===== src/design/lbvh_pkg.sv =====
package lbvh_pkg;

    // Fixed field widths of the streaming payload
    localparam int IDX_W     = 10;
    localparam int CODE_IN_W = 30;
    localparam int LC_W      = 11;
    localparam int CHILD_W   = 11;

    // Packed bus widths
    localparam int S_TDATA_W = 40;   // index + code
    localparam int M_TDATA_W = 56;   // range, split, children, padded to whole bytes
    localparam int M_TUSER_W = 2;    // leaf flags

    // Internal signed position width: covers probes past either end of the leaf row
    localparam int POS_W = LC_W + 3;
    // Prefix length: -1 .. 64
    localparam int PL_W  = 8;

    localparam int MAX_LEAVES_DEF = 1024;
    localparam int CODE_BITS_DEF  = 30;

    localparam logic [LC_W-1:0] LEAF_COUNT_RESET = LC_W'(2);

    localparam logic signed [PL_W-1:0] PL_NONE    = -1;
    localparam logic signed [PL_W-1:0] PL_EQ_BASE = 32;

    // Command codes carried in s_tuser
    localparam logic CMD_WRITE = 1'b0;
    localparam logic CMD_BUILD = 1'b1;

    typedef enum logic [3:0] {
        ST_IDLE,
        ST_CI,
        ST_UP,
        ST_DN,
        ST_GROW,
        ST_BIN,
        ST_CF,
        ST_DNODE,
        ST_SPLIT,
        ST_OUT
    } state_t;

    typedef struct packed {
        logic               right_is_leaf;
        logic               left_is_leaf;
        logic [CHILD_W-1:0] right_child;
        logic [CHILD_W-1:0] left_child;
        logic [IDX_W-1:0]   split_pos;
        logic [IDX_W-1:0]   range_last;
        logic [IDX_W-1:0]   range_first;
    } node_t;

    // Leading-zero count over 32 bits, five halving steps
    function automatic logic [5:0] clz32(input logic [31:0] x);
        logic [31:0] v;
        logic [5:0]  n;
        v = x;
        n = 6'd0;
        if (v == 32'd0) begin
            return 6'd32;
        end
        if (v[31:16] == 16'd0) begin
            n = n + 6'd16;
            v = v << 16;
        end
        if (v[31:24] == 8'd0) begin
            n = n + 6'd8;
            v = v << 8;
        end
        if (v[31:28] == 4'd0) begin
            n = n + 6'd4;
            v = v << 4;
        end
        if (v[31:30] == 2'd0) begin
            n = n + 6'd2;
            v = v << 2;
        end
        if (v[31] == 1'b0) begin
            n = n + 6'd1;
        end
        return n;
    endfunction

endpackage


===== src/design/lbvh_plen.sv =====
module lbvh_plen #(
    parameter int CODE_BITS = lbvh_pkg::CODE_BITS_DEF
) (
    input  logic [CODE_BITS-1:0]          code_a,
    input  logic [CODE_BITS-1:0]          code_b,
    input  logic [lbvh_pkg::POS_W-1:0]    pos_a,
    input  logic [lbvh_pkg::POS_W-1:0]    pos_b,
    input  logic                          out_of_range,
    output logic signed [lbvh_pkg::PL_W-1:0] plen
);
    import lbvh_pkg::*;

    logic [31:0] code_x;
    logic [31:0] pos_x;
    logic [5:0]  clz_code;
    logic [5:0]  clz_pos;

    assign code_x   = 32'(code_a ^ code_b);
    assign pos_x    = 32'(pos_a[LC_W-1:0] ^ pos_b[LC_W-1:0]);
    assign clz_code = clz32(code_x);
    assign clz_pos  = clz32(pos_x);

    // Equal codes fall back on the position bits to break the tie
    always_comb begin
        if (out_of_range) begin
            plen = PL_NONE;
        end else if (code_a == code_b) begin
            plen = PL_EQ_BASE + $signed({2'b00, clz_pos});
        end else begin
            plen = $signed({2'b00, clz_code});
        end
    end

endmodule


===== src/design/lbvh_seq.sv =====
module lbvh_seq #(
    parameter int MAX_LEAVES = lbvh_pkg::MAX_LEAVES_DEF,
    parameter int CODE_BITS  = lbvh_pkg::CODE_BITS_DEF,
    localparam int ADDR_W    = (MAX_LEAVES > 1) ? $clog2(MAX_LEAVES) : 1
) (
    input  logic                        aclk,
    input  logic                        aresetn,
    input  logic [lbvh_pkg::LC_W-1:0]   n_eff,
    input  logic                        start,
    input  logic [lbvh_pkg::IDX_W-1:0]  start_idx,
    input  logic [CODE_BITS-1:0]        rdata,
    output logic [ADDR_W-1:0]           raddr,
    output logic                        idle,
    output logic                        res_valid,
    input  logic                        res_take,
    output lbvh_pkg::node_t             res
);
    import lbvh_pkg::*;

    localparam logic signed [POS_W-1:0] ONE = 1;
    localparam logic signed [POS_W-1:0] TWO = 2;

    state_t state_reg, state_next;

    logic signed [POS_W-1:0] i_reg, i_next;
    logic signed [POS_W-1:0] probe_reg, probe_next;
    logic                    oob_reg, oob_next;
    logic [CODE_BITS-1:0]    ci_reg, ci_next;
    logic [CODE_BITS-1:0]    cf_reg, cf_next;
    logic signed [PL_W-1:0]  up_reg, up_next;
    logic signed [PL_W-1:0]  dmin_reg, dmin_next;
    logic signed [PL_W-1:0]  dnode_reg, dnode_next;
    logic                    dir_reg, dir_next;      // 1: range grows upwards
    logic signed [POS_W-1:0] lmax_reg, lmax_next;
    logic signed [POS_W-1:0] l_reg, l_next;
    logic signed [POS_W-1:0] t_reg, t_next;
    logic signed [POS_W-1:0] first_reg, first_next;
    logic signed [POS_W-1:0] last_reg, last_next;
    logic signed [POS_W-1:0] s_reg, s_next;
    logic signed [POS_W-1:0] step_reg, step_next;

    logic signed [POS_W-1:0] n_pos;
    logic signed [POS_W-1:0] base_pos;
    logic [CODE_BITS-1:0]    base_code;
    logic signed [PL_W-1:0]  plen;
    logic                    use_first;

    logic signed [POS_W-1:0] lmax_dbl;
    logic signed [POS_W-1:0] l_new;
    logic signed [POS_W-1:0] t_half;
    logic signed [POS_W-1:0] l_off;
    logic signed [POS_W-1:0] span;
    logic signed [POS_W-1:0] step_half;
    logic signed [POS_W-1:0] s_new;
    logic signed [POS_W-1:0] split;
    logic                    dir_up;

    assign n_pos = POS_W'(n_eff);

    // The shared prefix unit compares the code just read against the base code
    assign use_first = (state_reg == ST_DNODE) || (state_reg == ST_SPLIT);
    assign base_pos  = use_first ? first_reg : i_reg;
    assign base_code = use_first ? cf_reg : ci_reg;

    lbvh_plen #(
        .CODE_BITS(CODE_BITS)
    ) u_plen (
        .code_a      (base_code),
        .code_b      (rdata),
        .pos_a       (base_pos),
        .pos_b       (probe_reg),
        .out_of_range(oob_reg),
        .plen        (plen)
    );

    always_ff @(posedge aclk) begin
        if (!aresetn) begin
            state_reg <= ST_IDLE;
        end else begin
            state_reg <= state_next;
        end
        i_reg     <= i_next;
        probe_reg <= probe_next;
        oob_reg   <= oob_next;
        ci_reg    <= ci_next;
        cf_reg    <= cf_next;
        up_reg    <= up_next;
        dmin_reg  <= dmin_next;
        dnode_reg <= dnode_next;
        dir_reg   <= dir_next;
        lmax_reg  <= lmax_next;
        l_reg     <= l_next;
        t_reg     <= t_next;
        first_reg <= first_next;
        last_reg  <= last_next;
        s_reg     <= s_next;
        step_reg  <= step_next;
    end

    always_comb begin
        state_next = state_reg;
        i_next     = i_reg;
        probe_next = probe_reg;
        ci_next    = ci_reg;
        cf_next    = cf_reg;
        up_next    = up_reg;
        dmin_next  = dmin_reg;
        dnode_next = dnode_reg;
        dir_next   = dir_reg;
        lmax_next  = lmax_reg;
        l_next     = l_reg;
        t_next     = t_reg;
        first_next = first_reg;
        last_next  = last_reg;
        s_next     = s_reg;
        step_next  = step_reg;

        lmax_dbl  = lmax_reg <<< 1;
        l_new     = (plen > dmin_reg) ? (l_reg + t_reg) : l_reg;
        t_half    = t_reg >>> 1;
        l_off     = '0;
        span      = last_reg - first_reg;
        step_half = (step_reg + ONE) >>> 1;
        s_new     = ((probe_reg < last_reg) && (plen > dnode_reg)) ? (s_reg + step_reg)
                                                                   : s_reg;
        dir_up    = up_reg > plen;

        case (state_reg)
            ST_IDLE: begin
                if (start) begin
                    i_next     = POS_W'(start_idx);
                    probe_next = POS_W'(start_idx);
                    state_next = ST_CI;
                end
            end
            ST_CI: begin
                ci_next    = rdata;
                probe_next = i_reg + ONE;
                state_next = ST_UP;
            end
            ST_UP: begin
                up_next    = plen;
                probe_next = i_reg - ONE;
                state_next = ST_DN;
            end
            ST_DN: begin
                dir_next   = dir_up;
                dmin_next  = dir_up ? plen : up_reg;
                lmax_next  = TWO;
                probe_next = dir_up ? (i_reg + TWO) : (i_reg - TWO);
                state_next = ST_GROW;
            end
            ST_GROW: begin
                if (plen > dmin_reg) begin
                    lmax_next  = lmax_dbl;
                    probe_next = dir_reg ? (i_reg + lmax_dbl) : (i_reg - lmax_dbl);
                end else begin
                    l_next     = '0;
                    t_next     = lmax_reg >>> 1;
                    l_off      = lmax_reg >>> 1;
                    probe_next = dir_reg ? (i_reg + l_off) : (i_reg - l_off);
                    state_next = ST_BIN;
                end
            end
            ST_BIN: begin
                l_next = l_new;
                if (t_half != '0) begin
                    t_next     = t_half;
                    l_off      = l_new + t_half;
                    probe_next = dir_reg ? (i_reg + l_off) : (i_reg - l_off);
                end else begin
                    l_off      = dir_reg ? (i_reg + l_new) : (i_reg - l_new);
                    first_next = dir_reg ? i_reg : l_off;
                    last_next  = dir_reg ? l_off : i_reg;
                    probe_next = dir_reg ? i_reg : l_off;
                    state_next = ST_CF;
                end
            end
            ST_CF: begin
                cf_next    = rdata;
                probe_next = last_reg;
                state_next = ST_DNODE;
            end
            ST_DNODE: begin
                dnode_next = plen;
                s_next     = '0;
                if (span > ONE) begin
                    l_off      = (span + ONE) >>> 1;
                    step_next  = l_off;
                    probe_next = first_reg + l_off;
                    state_next = ST_SPLIT;
                end else begin
                    state_next = ST_OUT;
                end
            end
            ST_SPLIT: begin
                s_next = s_new;
                if (step_reg > ONE) begin
                    step_next  = step_half;
                    probe_next = first_reg + s_new + step_half;
                end else begin
                    state_next = ST_OUT;
                end
            end
            ST_OUT: begin
                if (res_take) begin
                    state_next = ST_IDLE;
                end
            end
            default: begin
                state_next = ST_IDLE;
            end
        endcase

        oob_next = (probe_next < 0) || (probe_next >= n_pos);
    end

    // Read address follows the next probe so the registered read data lines up with probe_reg
    assign raddr = ADDR_W'(probe_next);

    assign idle      = (state_reg == ST_IDLE);
    assign res_valid = (state_reg == ST_OUT);

    assign split = first_reg + s_reg;

    always_comb begin
        res.range_first   = IDX_W'(first_reg);
        res.range_last    = IDX_W'(last_reg);
        res.split_pos     = IDX_W'(split);
        res.left_is_leaf  = (s_reg == '0);
        res.right_is_leaf = ((split + ONE) == last_reg);
        res.left_child    = res.left_is_leaf ? CHILD_W'(n_pos - ONE + split)
                                             : CHILD_W'(split);
        res.right_child   = res.right_is_leaf ? CHILD_W'(n_pos + split)
                                              : CHILD_W'(split + ONE);
    end

endmodule


===== config.mk =====
export PLATFORM = sky130hd
export DESIGN_NAME = lbvh_seq
export DESIGN_NICKNAME = d
export VERILOG_FILES = /design/src/design/lbvh_pkg.sv /design/src/design/lbvh_plen.sv /design/src/design/lbvh_seq.sv
export SDC_FILE = /design/constraint.sdc
export NUM_CORES = 1
export LEC_CHECK = 0
export BUFFER_PORTS_ARGS = -buffer_cell sky130_fd_sc_hd__buf_2
export CAP_MARGIN = 0
export CORE_MARGIN = 2
export CORE_UTILIZATION = 60
export CTS_BUF_LIST = sky130_fd_sc_hd__clkbuf_8
export DETAILED_ROUTE_END_ITERATION = 12
export GPL_ROUTABILITY_DRIVEN = 0
export PLACE_DENSITY = 0.82
export SLEW_MARGIN = 5
export SYNTH_ARGS = -nofsm -noshare
export SYNTH_HDL_FRONTEND = slang
export SYNTH_SLANG_ARGS = --single-unit
export TNS_END_PERCENT = 1

===== constraint.sdc =====
create_clock -name aclk -period 20.4 [get_ports aclk]
set_clock_uncertainty 0.2 [all_clocks]
set_input_delay 2.04 -clock aclk [delete_from_list [all_inputs] [get_ports aclk]]
set_output_delay 2.04 -clock aclk [all_outputs]
set_load 0.03 [all_outputs]

==> flow_summary_export.csv <==
group,metric,value,unit
synthesis,synthFlopType,"edfxtp_1",
final_layout,stdcell_area,24880,um2
clock_network,cts_buffers,39,
critical_path,crit_type,"flip-flop to primary output",
sta,holdWs,0.4283,ns
final_layout,final_net_count,3083,
synthesis,synthArstFlopShare,0,%
detailed_routing,vias,22600,
critical_path,max_stage_delay,0.86,ns
clock_network,cts_root_buffer,"clkbuf_8",
synthesis,ys_warn_count,0,
placement,portBuffers,120,
critical_path,crit_path_max_fanout,87,
grt,grt_pass1_wl,117700,um
synthesis,synth_fp_nets,3026,
grt,grt_overflow,0,
clock_network,post_cts_buffers,0,
synthesis,netlist-cell-type-count,104,
synthesis,synth_edf_count,191,
final_layout,drive_gt1_share,9.576,%
synthesis,synth_cells,2723,
detailed_routing,viasPerCell,6.777,
sta,relSlewSlack,14.80,%
grt,grt_pass1_vias,21710,
sta,fin_setup_tns,0,ns
critical_path,path_delay_family,"compound AO/OA/AOI/OAI gates",
power_and_ir_drop,report.power.total,2.319,mW
floorplan,start_util,60.43,%
detailed_routing,drc,0,
sta,finalHoldViolCount,0,
synthesis,synth-seq-cells,210,
clock_network,cts.htree.levels,2,
critical_path,arrival,11.61,ns
synthesis,yosys.area.top_type_share,24.67,%
synthesis,avgSynthCellArea,8.536,um2
critical_path,startpoint_type,"flip-flop",
final_layout,n_fill_cell,3207,
floorplan,fp.dieArea,40330,um2
placement,placed_cell_area,24030,um2
hold_path,min-delay-path-class,"flip-flop to flip-flop",
detailed_routing,drt_iter0_drc,3076,
synthesis,synth_top_cell_by_area,"edfxtp_1",
detailed_routing,drt_wl_total,76320,um
clock_network,cts_tree,"done",
critical_path,cp-end-kind,"primary output",
hold_path,hp-start,"up_reg[1]",
flow_run,drv_cap,0,
sta,setup_violations,0,
sta,max_freq,72.19,MHz
clock_network,clock_latency,0.64,ns
power_and_ir_drop,pwr_density_cell,93.20,nW/um2
power_and_ir_drop,power.leakage,10.44,nW
grt,grt_max_degree,88,
clock_network,cts_resized,0,
floorplan,fp.dieW,200.8,um
clock_network,cts_buffer_depth,3,
floorplan,fp.coreArea,38470,um2
placement,hpwl,58000,um
critical_path,cp-startpoint,"state_reg[3]",
synthesis,netlist_area,23240,um2
detailed_routing,postRouteAntennaNets,0,
grt,antenna_found_initial,9,
critical_path,reg2reg_from,"state_reg[3]",
synthesis,synth_area_leaders,"edfxtp_1, ha_1, xnor2_1",
sta,period_needed,13.85,ns
clock_network,hold_buffers,0,
sta,rsz0062_at_grt,"false",
detailed_routing,drt_first_pass_iters,11,
floorplan,num_io_pins,121,
clock_network,cts.sinks,210,
critical_path,worst-path-buf-inv,4,
sta,tightest_slew,1.276,ns
critical_path,cpMaxStageDelayCell,"nor3b_2",
critical_path,critPathRequiredTime,18.16,ns
sta,drv_slew,0,
floorplan,die_y,200.8,um
clock_network,clkTransAtPathRegs,0.06,ns
floorplan,num_rows,72,
detailed_routing,wl_per_cell,22.88,um
power_and_ir_drop,ir_drop,63.38,uV
final_layout,area_growth,7.019,%
sta,fin_crit_sh,67.91,%
status,status,"completed",
synthesis,seq_area_frac_synth,26.31,%
grt,grtUsageTotal,36.88,%
power by group:
group / leakage [nW] / switching (mW) / internal, mW
logic: 8.06 / 0.804 / 0.486
clock network: 0.446 / 0.200 / 0.249
registers: 1.93 / 0.0555 / 0.524
total: 10.4 / 1.06 / 1.26
Yosys cell counts, types with 39 or more instances:
| cell | instances |
|---|---|
| a21o_1 | 46 |
| a211oi_1 | 44 |
| nor2_1 | 217 |
| xnor2_1 | 150 |
| ha_1 | 222 |
| edfxtp_1 | 191 |
| nand2_1 | 188 |
| inv_1 | 224 |
| o21ai_0 | 149 |
| nor2b_1 | 39 |
| mux2i_1 | 47 |
| nor3_1 | 70 |
| and3_1 | 45 |
| nand3_1 | 63 |
| xor2_1 | 73 |
| clkbuf_1 | 60 |
| a21oi_1 | 171 |
kinds of logic (layout without fill, tap and decap cells):
kind of cell / count (synthesis) / in the layout / share of synthesized area [%]
AO/OA/AOI/OAI: 782 / 782 / 22.93
XOR/XNOR: 225 / 225 / 8.596
adder cells (fa/ha/maj): 248 / 248 / 14.19
buffers and inverters: 355 / 441 / 6.545
flip-flops: 210 / 210 / 26.31
multiplexers: 64 / 64 / 2.864
other: 0 / 8 / 0
AND/OR/NAND/NOR: 839 / 839 / 18.57
metal layers:
| metal | global-route usage [%] | share of wire [%] |
|---|---|---|
| met1 | 45.59 | 37 |
| met2 | 56.97 | 43 |
| met3 | 9.594 | 12 |
| met4 | 24.47 | 7.4 |
| met5 | 0 | 0.035 |
cells in the final DEF, fill, tap and decap left out, types with 18 or more instances in the layout:
| cell | netlist | routed |
|---|---|---|
| inv_1 | 224 | 231 |
| ha_1 | 222 | 222 |
| nor2_1 | 217 | 217 |
| edfxtp_1 | 191 | 191 |
| nand2_1 | 188 | 188 |
| a21oi_1 | 171 | 171 |
| xnor2_1 | 150 | 150 |
| o21ai_0 | 149 | 148 |
| buf_2 | 16 | 120 |
| xor2_1 | 73 | 73 |
| nor3_1 | 70 | 70 |
| nand3_1 | 63 | 63 |
| mux2i_1 | 47 | 47 |
| a21o_1 | 46 | 46 |
| and3_1 | 45 | 44 |
| clkbuf_8 | 0 | 44 |
| a211oi_1 | 44 | 43 |
| nor2b_1 | 39 | 39 |
| o21a_1 | 37 | 37 |
| nand4_1 | 36 | 36 |
| a221oi_1 | 35 | 35 |
| o211ai_1 | 33 | 33 |
| fa_1 | 26 | 26 |
| buf_4 | 33 | 23 |
| nor4_1 | 22 | 22 |
| o21bai_1 | 21 | 21 |
| nand2b_1 | 21 | 21 |
| a31oi_1 | 21 | 21 |
| or3_1 | 20 | 20 |
| and2_1 | 20 | 20 |
| o31ai_1 | 20 | 20 |
| a31o_2 | 19 | 19 |
| o31a_1 | 18 | 18 |
final cells by class:
cell class              count  area (um2)  area share (%)
multi-input cells        2158       15630           62.84
flip-flops and latches    210        6120           24.60
inverters                 228       855.8           3.440
repair buffers            143       773.2           3.108
well taps                 518       648.1           2.605
clock buffers              44       605.6           2.434
clock inverters            26       221.5          0.8902
diodes                      8       20.02         0.08047
worst paths after layout:
path,to,slack [ns],depth (start not counted)
setup / recovery,raddr[9],6.55,35
hold / removal,dmin_reg[1],0.43,1
setup reg to reg,oob_reg,7.73,44
hold reg to reg,dmin_reg[1],0.43,1
worst reg2reg max path: cells and delay by family, from the launching register on:
family          cells  cell delay, ns
flops               1            0.37
compound gates     22            5.21
buf+inv             5            1.27
mux                 2            0.67
fa+ha+maj           6            2.13
simple gates        9            2.65
metrics by stage:
step           std cells  setup slack, ns  util [%]
2_1_floorplan       2723            8.443         -
3_3_place_gp        3257            7.700     62.47
3_5_place_dp        3257            7.530     62.47
4_1_cts             3327            6.971     64.62
5_1_grt             3334            5.973     64.66
6_report            3335            6.547     64.67
(Power assumes the default switching activity.)
